## src/rtl/core/zcev_pkg.sv

```systemverilog
// Shared types, codes and defaults for the zero-crossing event unit.
`default_nettype none
package zcev_pkg;

    localparam int SLOT_COUNT_DEF  = 16;
    localparam int COUNT_WIDTH_DEF = 16;

    // widths of the fixed result fields
    localparam int SLOT_NUM_W = 5;
    localparam int NOTIFY_W   = 16;
    localparam int FREQ_W     = 16;
    // slot index plus one never exceeds 32, so six bits always hold it
    localparam int SLOT_WIDE_W = 6;
    localparam int PAD_W       = 32;

    typedef enum logic [1:0] {
        KIND_SAMPLE      = 2'd0,
        KIND_TICK        = 2'd1,
        KIND_SUBSCRIBE   = 2'd2,
        KIND_UNSUBSCRIBE = 2'd3
    } t_kind;

    typedef enum logic [1:0] {
        RES_OK      = 2'd0,
        RES_INVALID = 2'd1,
        RES_BUSY    = 2'd2
    } t_result;

    // edge codes line up with the subscribe mask bits
    localparam logic [1:0] EDGE_NONE = 2'd0;
    localparam logic [1:0] EDGE_RISE = 2'd1;
    localparam logic [1:0] EDGE_FALL = 2'd2;

    // control broadcast to every slot cell
    typedef struct packed {
        logic       subscribe;
        logic [1:0] mask;
        logic [1:0] edge_sel;
    } t_cell_ctl;

endpackage
`default_nettype wire

```

## src/rtl/core/zcev_slot_cell.sv

```systemverilog
// One subscription slot: holds its edge mask and passes the free-slot claim on.
`default_nettype none
module zcev_slot_cell (
    input  wire logic                 i_clk,
    input  wire logic                 i_rst_n,
    input  wire zcev_pkg::t_cell_ctl  i_ctl,
    input  wire logic                 i_release,
    input  wire logic                 i_claim,
    output logic                      o_claim,
    output logic                      o_taken,
    output logic                      o_notify
);

    logic [1:0] r_mask;
    logic [1:0] n_mask;
    logic       free;

    assign free     = (r_mask == 2'b00);
    assign o_taken  = i_claim && free;
    assign o_claim  = i_claim && !free;
    assign o_notify = |(r_mask & i_ctl.edge_sel);

    always_comb begin
        n_mask = r_mask;
        if (i_release) begin
            n_mask = 2'b00;
        end else if (i_ctl.subscribe && o_taken) begin
            n_mask = i_ctl.mask;
        end
    end

    always_ff @(posedge i_clk) begin
        if (!i_rst_n) begin
            r_mask <= 2'b00;
        end else begin
            r_mask <= n_mask;
        end
    end

endmodule
`default_nettype wire

```

## src/rtl/core/zcev_rate_counter.sv

```systemverilog
// Level tracking, edge detection and a rising-edge count between ticks.
`default_nettype none
module zcev_rate_counter #(
    parameter int COUNT_WIDTH = zcev_pkg::COUNT_WIDTH_DEF
) (
    input  wire logic                   i_clk,
    input  wire logic                   i_rst_n,
    input  wire logic                   i_sample,
    input  wire logic                   i_tick,
    input  wire logic                   i_level,
    output logic [1:0]                  o_edge_sel,
    output logic [COUNT_WIDTH-1:0]      o_freq_next,
    output logic                        o_pending_next
);

    logic                   r_prev_level;
    logic [COUNT_WIDTH-1:0] r_count;
    logic [COUNT_WIDTH-1:0] r_freq;
    logic                   r_pending;

    logic                   n_prev_level;
    logic [COUNT_WIDTH-1:0] n_count;
    logic [COUNT_WIDTH-1:0] base;
    logic                   rise;
    logic                   fall;

    assign rise = i_sample && i_level && !r_prev_level;
    assign fall = i_sample && !i_level && r_prev_level;

    always_comb begin
        o_edge_sel = zcev_pkg::EDGE_NONE;
        if (rise) begin
            o_edge_sel = zcev_pkg::EDGE_RISE;
        end else if (fall) begin
            o_edge_sel = zcev_pkg::EDGE_FALL;
        end
    end

    // first rise after a tick restarts the count; count saturates
    assign base = r_pending ? '0 : r_count;

    always_comb begin
        n_prev_level   = r_prev_level;
        n_count        = r_count;
        o_freq_next    = r_freq;
        o_pending_next = r_pending;
        if (i_sample) begin
            n_prev_level = i_level;
        end
        if (i_tick) begin
            o_pending_next = 1'b1;
        end
        if (rise) begin
            if (r_pending) begin
                o_freq_next    = r_count;
                o_pending_next = 1'b0;
            end
            n_count = (base != '1) ? base + COUNT_WIDTH'(1) : base;
        end
    end

    always_ff @(posedge i_clk) begin
        if (!i_rst_n) begin
            r_prev_level <= 1'b0;
            r_count      <= '0;
            r_freq       <= '0;
            r_pending    <= 1'b0;
        end else begin
            r_prev_level <= n_prev_level;
            r_count      <= n_count;
            r_freq       <= o_freq_next;
            r_pending    <= o_pending_next;
        end
    end

endmodule
`default_nettype wire

```

## src/rtl/core/zero_crossing_event_unit.sv

```systemverilog
// Top level of the zero-crossing event unit: slot cell chain, counter, result register.
`default_nettype none
//
//  channel | direction | handshake                | payload
//  --------+-----------+--------------------------+-----------------------------------------
//  in      | input     | i_in_valid / o_in_ready  | i_kind, i_level, i_edge_mask,
//          |           |                          | i_slot_number
//  out     | output    | o_out_valid / i_out_ready| o_result_code, o_granted_slot,
//          |           |                          | o_edge_kind, o_notify_slots, o_frequency,
//          |           |                          | o_frequency_fresh
//
//  One item per cycle while the output is not stalled. An accepted item is resolved in the
//  cycle it is taken and its result lands in the output register at that edge.
//  The critical path is the free-slot claim rippling through the SLOT_COUNT slot cells.
//  Input ready stays high while the output register is empty or being drained, so a
//  stalled output holds exactly one result and blocks new items only then.
//  Synchronous active-low reset frees every slot, clears level, counter and frequency.
//
module zero_crossing_event_unit #(
    parameter int SLOT_COUNT  = zcev_pkg::SLOT_COUNT_DEF,
    parameter int COUNT_WIDTH = zcev_pkg::COUNT_WIDTH_DEF
) (
    input  wire logic        i_clk,
    input  wire logic        i_rst_n,

    input  wire logic        i_in_valid,
    output logic             o_in_ready,
    input  wire logic [1:0]  i_kind,
    input  wire logic        i_level,
    input  wire logic [1:0]  i_edge_mask,
    input  wire logic [4:0]  i_slot_number,

    output logic             o_out_valid,
    input  wire logic        i_out_ready,
    output logic [1:0]       o_result_code,
    output logic [4:0]       o_granted_slot,
    output logic [1:0]       o_edge_kind,
    output logic [15:0]      o_notify_slots,
    output logic [15:0]      o_frequency,
    output logic             o_frequency_fresh
);

    localparam int SW = zcev_pkg::SLOT_WIDE_W;
    localparam int PW = zcev_pkg::PAD_W;

    // ---------------------------------------------------------------- decode
    zcev_pkg::t_kind     kind;
    zcev_pkg::t_cell_ctl ctl;
    logic                accept;
    logic                do_sample;
    logic                do_tick;
    logic                do_sub;
    logic                unsub_ok;
    logic [SW-1:0]       slot_wide;

    assign kind      = zcev_pkg::t_kind'(i_kind);
    assign accept    = i_in_valid && o_in_ready;
    assign do_sample = accept && (kind == zcev_pkg::KIND_SAMPLE);
    assign do_tick   = accept && (kind == zcev_pkg::KIND_TICK);
    assign do_sub    = accept && (kind == zcev_pkg::KIND_SUBSCRIBE) && (i_edge_mask != 2'b00);
    assign slot_wide = {1'b0, i_slot_number};
    // one-based slot, valid range 1..SLOT_COUNT
    assign unsub_ok  = (slot_wide != '0) && (slot_wide <= SW'(SLOT_COUNT));

    // ---------------------------------------------------------------- counter
    logic [1:0]             edge_sel;
    logic [COUNT_WIDTH-1:0] freq_next;
    logic                   pending_next;

    zcev_rate_counter #(
        .COUNT_WIDTH (COUNT_WIDTH)
    ) u_counter (
        .i_clk          (i_clk),
        .i_rst_n        (i_rst_n),
        .i_sample       (do_sample),
        .i_tick         (do_tick),
        .i_level        (i_level),
        .o_edge_sel     (edge_sel),
        .o_freq_next    (freq_next),
        .o_pending_next (pending_next)
    );

    // ---------------------------------------------------------------- slot chain
    // claim[0] enters at slot 1; it passes each occupied cell and stops at the
    // first free one. Still open at the far end means the table is full.
    logic [SLOT_COUNT:0]   claim;
    logic [SLOT_COUNT-1:0] taken;
    logic [SLOT_COUNT-1:0] notify_vec;

    assign claim[0]     = 1'b1;
    assign ctl.subscribe = do_sub;
    assign ctl.mask      = i_edge_mask;
    assign ctl.edge_sel  = edge_sel;

    for (genvar g = 0; g < SLOT_COUNT; g++) begin : g_cell
        logic rel;
        assign rel = accept && (kind == zcev_pkg::KIND_UNSUBSCRIBE) && unsub_ok
                     && (slot_wide == SW'(g + 1));

        zcev_slot_cell u_cell (
            .i_clk     (i_clk),
            .i_rst_n   (i_rst_n),
            .i_ctl     (ctl),
            .i_release (rel),
            .i_claim   (claim[g]),
            .o_claim   (claim[g+1]),
            .o_taken   (taken[g]),
            .o_notify  (notify_vec[g])
        );
    end

    // taken is one-hot, so OR the slot numbers together
    logic [SW-1:0] granted_wide;
    always_comb begin
        granted_wide = '0;
        for (int i = 0; i < SLOT_COUNT; i++) begin
            if (taken[i]) begin
                granted_wide = granted_wide | SW'(i + 1);
            end
        end
    end

    // ---------------------------------------------------------------- result
    zcev_pkg::t_result res_code;
    logic [4:0]        res_granted;
    logic [PW-1:0]     notify_pad;
    logic [PW-1:0]     freq_pad;

    always_comb begin
        res_code    = zcev_pkg::RES_OK;
        res_granted = '0;
        case (kind)
            zcev_pkg::KIND_SUBSCRIBE: begin
                if (i_edge_mask == 2'b00) begin
                    res_code = zcev_pkg::RES_INVALID;
                end else if (claim[SLOT_COUNT]) begin
                    res_code = zcev_pkg::RES_BUSY;
                end else begin
                    res_granted = granted_wide[4:0];
                end
            end
            zcev_pkg::KIND_UNSUBSCRIBE: begin
                if (!unsub_ok) begin
                    res_code = zcev_pkg::RES_INVALID;
                end
            end
            default: begin
                res_code = zcev_pkg::RES_OK;
            end
        endcase
    end

    // edge_sel is none for anything but a changing sample, so notify follows
    assign notify_pad = PW'(notify_vec);
    assign freq_pad   = PW'(freq_next);

    // ---------------------------------------------------------------- output register
    logic              r_out_valid;
    zcev_pkg::t_result r_result_code;
    logic [4:0]        r_granted_slot;
    logic [1:0]        r_edge_kind;
    logic [15:0]       r_notify_slots;
    logic [15:0]       r_frequency;
    logic              r_frequency_fresh;

    assign o_in_ready = !r_out_valid || i_out_ready;

    always_ff @(posedge i_clk) begin
        if (!i_rst_n) begin
            r_out_valid <= 1'b0;
        end else if (o_in_ready) begin
            r_out_valid <= i_in_valid;
        end
    end

    always_ff @(posedge i_clk) begin
        if (accept) begin
            r_result_code     <= res_code;
            r_granted_slot    <= res_granted;
            r_edge_kind       <= edge_sel;
            r_notify_slots    <= notify_pad[15:0];
            r_frequency       <= freq_pad[15:0];
            r_frequency_fresh <= !pending_next;
        end
    end

    assign o_out_valid       = r_out_valid;
    assign o_result_code     = r_result_code;
    assign o_granted_slot    = r_granted_slot;
    assign o_edge_kind       = r_edge_kind;
    assign o_notify_slots    = r_notify_slots;
    assign o_frequency       = r_frequency;
    assign o_frequency_fresh = r_frequency_fresh;

`ifndef SYNTHESIS
    // at most one cell takes a subscribe
    a_taken_onehot: assert property (@(posedge i_clk) disable iff (!i_rst_n)
        $onehot0(taken))
        else $error("more than one slot claimed");

    // a grant is only ever an ok subscribe without an edge
    a_grant_ok: assert property (@(posedge i_clk) disable iff (!i_rst_n)
        o_out_valid && (o_granted_slot != 5'd0) |->
            (o_result_code == zcev_pkg::RES_OK) && (o_edge_kind == zcev_pkg::EDGE_NONE))
        else $error("grant with bad code or edge");

    // a rising edge always leaves the frequency fresh
    a_rise_fresh: assert property (@(posedge i_clk) disable iff (!i_rst_n)
        o_out_valid && (o_edge_kind == zcev_pkg::EDGE_RISE) |-> o_frequency_fresh)
        else $error("rising edge left frequency stale");

    // an accepted item always produces a result next cycle
    a_result_follows: assert property (@(posedge i_clk) disable iff (!i_rst_n)
        accept |=> o_out_valid)
        else $error("accepted item produced no result");
`endif

endmodule
`default_nettype wire
```

## config.mk

```make
export PLATFORM = sky130hd
export DESIGN_NAME = zero_crossing_event_unit
export DESIGN_NICKNAME = d
export VERILOG_FILES = /design/src/rtl/core/zcev_pkg.sv /design/src/rtl/core/zcev_slot_cell.sv /design/src/rtl/core/zcev_rate_counter.sv /design/src/rtl/core/zero_crossing_event_unit.sv
export SDC_FILE = /design/constraint.sdc
export NUM_CORES = 1
export LEC_CHECK = 0
export BUFFER_PORTS_ARGS = -buffer_cell sky130_fd_sc_hd__buf_2
export CORE_AREA = 2 2 94 96
export DETAILED_ROUTE_END_ITERATION = 12
export DIE_AREA = 0 0 96 98
export PLACE_DENSITY_LB_ADDON = 0.2
export SYNTH_ARGS = -nofsm -noshare
export SYNTH_HDL_FRONTEND = slang
export SYNTH_SLANG_ARGS = --single-unit
```

## constraint.sdc

```tcl
create_clock -name i_clk -period 3.15 [get_ports i_clk]
set_clock_uncertainty 0.05 [all_clocks]
set_input_delay 0.315 -clock i_clk [delete_from_list [all_inputs] [get_ports i_clk]]
set_output_delay 0.315 -clock i_clk [all_outputs]
set_load 0.01 [all_outputs]
```

==> flow_summary.toml <==
[run_status]
outcome = "completed"

[sta]
min_period_over_period = 0.762
rsz0062_at_grt = "no"
final.setup.tns_ns = 0
fmax_mhz = 417
worstMarginPinSlew_ns = 0.663
holdWs_ns = 0.223
drv_slew = 0
period_needed_ns = 2.40
finalSetupViolations = 0
hold_viol_final = 0
maxSlewHeadroom = 0.558
fin_ws_ns = 0.751

[synth]
synthMuxAreaShare = 0.0561
synthArstFlopShare = 0
synth_compound_area_frac = 0.134
avgSynthCellArea_um2 = 10.3
synth_top_family_by_area = "simple AND/OR/NAND/NOR gates"
synth_area_mm2 = 0.00480
yosys.area_share.simple = 0.233
yosys_warnings = 0
syn_nets = 480
synth_edf_count = 42
yosysTopAreaCellShare = 0.280
synth_top_cells_by_area = "dfxtp_1, edfxtp_1, nor2_1"
ys_ff_latch = 109
ys.flop_type = "dfxtp_1"
synth_top_cell_by_area = "dfxtp_1"
synth-xor-area-share = 0.00183
ys_types = 66
synth_fa_ha_area_frac = 0.00522
ys_seq_area_frac = 0.543
synth_cells = 464

[placed_design]
hpwl_um = 6910
dp_cells = 615
place.gp.congestion = 0.867
dp_slack_ns = 0.713
portBuffers = 57

[power_and_ir_drop]
power_density_mw_per_mm2 = 469
ir_drop_mv = 0.255
p_leak_nw = 2.09
design_power_total_w = 0.00251

[clocking]
cts_made_buffers = 9
clk_pin_slew_ns = 0.11
post_cts_resized = 0
insertion_delay_ns = 0.37
clock-sinks = 109
htreeDepth = 3
post_cts_buffers = 0
cts_hold_buf = 0
root_buffer = "clkbuf_8"
cts_tree = "built"
max-clock-path-buffers = 2

[cells_and_area]
fin_nets = 534
area_growth_pct = 11.7
finalNonFillerCells = 631
diodes = 0
drive_above_1_share = 0.212

[global_route]
use_met1 = 0.353
grt_use_met3 = 0.0285
grt_use_total = 0.224
grt_most_used_layer = "met1"
grt_pass1_vias = 3303
antenna_found_initial = 0
met2_usage = 0.312
grt_pass1_wl_um = 16300
grt_max_degree = 38
globalRouteOverflowTotal = 0

[critical_path]
required_ns = 3.41
critPathMaxStageDelay_ns = 0.51
arrival_ns = 2.66
path_buf_inv = 0
start_kind = "register"
crit_chain = "nor2b_1 > ha_1 > nand3b_1 > nor4_4 > a21oi_1 > nand4_1 > mux2i_1"
crit_family = "simple AND/OR/NAND/NOR gates"
path_class = "register to register"
cp-end-kind = "register"
cp_slowest_cell = "dfxtp_1"
cp_max_fo = 15

[route]
vias = 3689
wl_per_cell_um = 15.8
drc = 0
first_pass_iters = 4
drt_wl_total_um = 9970
drtIter0Drc = 239
vias_per_cell = 5.85
ant_nets = 0

[run]
maxCapViolations = 0

[floorplan]
die_y_um = 98
start_util = 0.567
num_io_pins = 58
die_w_um = 96
rows = 34
core-area_mm2 = 0.00847
dieArea_mm2 = 0.00941

[worst_hold_path]
hp-class = "primary input to register"
registers in the layout, indices dropped and copies added (netlist names), 2 cells and up:
signal and count:
o_result_code 2, u_counter.r_count 16, g_cell.u_cell.r_mask 32, o_notify_slots 16
u_counter.r_freq 16, o_edge_kind 2, o_granted_slot 5, o_frequency 16
per-stage QoR:
step | utilization | cell area (um2)
after global placement | 0.609 | 5150
final | 0.633 | 5360
after CTS | 0.633 | 5360
after detailed placement | 0.609 | 5150
after floorplan | - | 4800
after global routing | 0.633 | 5360
worst min-delay path: stages:
cell and delay [ns]:
buf_2 0.14, mux2i_1 0.08, nor2_1 0.07
cell usage after synthesis (all sizes together) (4+ instances only):
| cell type | count |
|---|---|
| dfxtp | 67 |
| nor2 | 63 |
| edfxtp | 42 |
| nand2 | 33 |
| a21oi | 29 |
| o21ai | 18 |
| a22o | 16 |
| and2 | 16 |
| mux2 | 15 |
| nand3 | 15 |
| nor3 | 14 |
| clkbuf | 11 |
| nor4 | 11 |
| mux2i | 10 |
| a31oi | 9 |
| buf | 7 |
| inv | 7 |
| nand3b | 5 |
| nand4 | 5 |
| nand4b | 5 |
| nor2b | 5 |
| o21a | 5 |
| o22ai | 5 |
| or2 | 5 |
| and3 | 4 |
| nand2b | 4 |
| or3 | 4 |
power breakdown:
part / leakage [nW] / internal (W) / switching [W]
Clock: 0.107 / 0.000381 / 0.000489
Combinational: 1.02 / 0.0000471 / 0.0000952
Sequential: 0.959 / 0.00149 / 0.0000118
Total: 2.09 / 0.00192 / 0.000596
path summary, 6_finish.rpt:
path / from / endpoint / slack, ns / cells after the start
setup / recovery: u_counter.r_pending / u_counter.r_count[11] / 0.75 / 7
hold / removal: i_level / u_counter.r_prev_level / 0.22 / 3
hold reg to reg: g_cell[15].u_cell.r_mask[0] / g_cell[15].u_cell.r_mask[0] / 0.45 / 2
setup reg to reg: u_counter.r_pending / u_counter.r_count[11] / 0.75 / 7
layout by cell type (no fill, tap or decap), drive strengths merged, types with 2 or more instances in the layout:
cell and n:
a21oi 29, buf 62, a31oi 9, o21ai 18, o311ai 2, nor3b 2
mux2i 10, o31ai 3, or4 2, nor4b 3, nor2 63, nand2 33
clkbuf 9, nor3 14, mux2 15, nand4b 5, clkinv 3, o22ai 5
nand3b 5, a22oi 2, ha 2, or2 5, nor2b 5, a21o 2
edfxtp 42, nand3 15, or3 4, o21a 5, dfxtp 67, inv 11
a22o 16, and4 2, nand4 5, and3 4, a211oi 2, nand2b 4
nor4 11, and2 16
cell families (layout without fill, tap and decap cells):
kind of cell | Yosys count | in the layout
flip-flops | 109 | 109
adder cells (fa/ha/maj) | 2 | 2
multiplexers | 25 | 25
XOR/XNOR | 1 | 1
AO/OA/AOI/OAI | 99 | 99
AND/OR/NAND/NOR | 201 | 201
buffers and inverters | 27 | 86
routing by layer:
layer	wire, um	share of wire
met1	4960	0.50
met2	4210	0.42
met3	634	0.064
met4	172	0.017
met5	0	0
layout make-up:
| type | count | area (um2) |
|---|---|---|
| flip-flops and latches | 109 | 2600 |
| multi-input cells | 328 | 2060 |
| clock buffers | 9 | 124 |
| repair buffers | 62 | 323 |
| clock inverters | 7 | 78.8 |
| fillers | 706 | 3110 |
| inverters | 8 | 30.0 |
| well taps | 108 | 135 |
No activity file was read; power rests on OpenSTA's default activity.
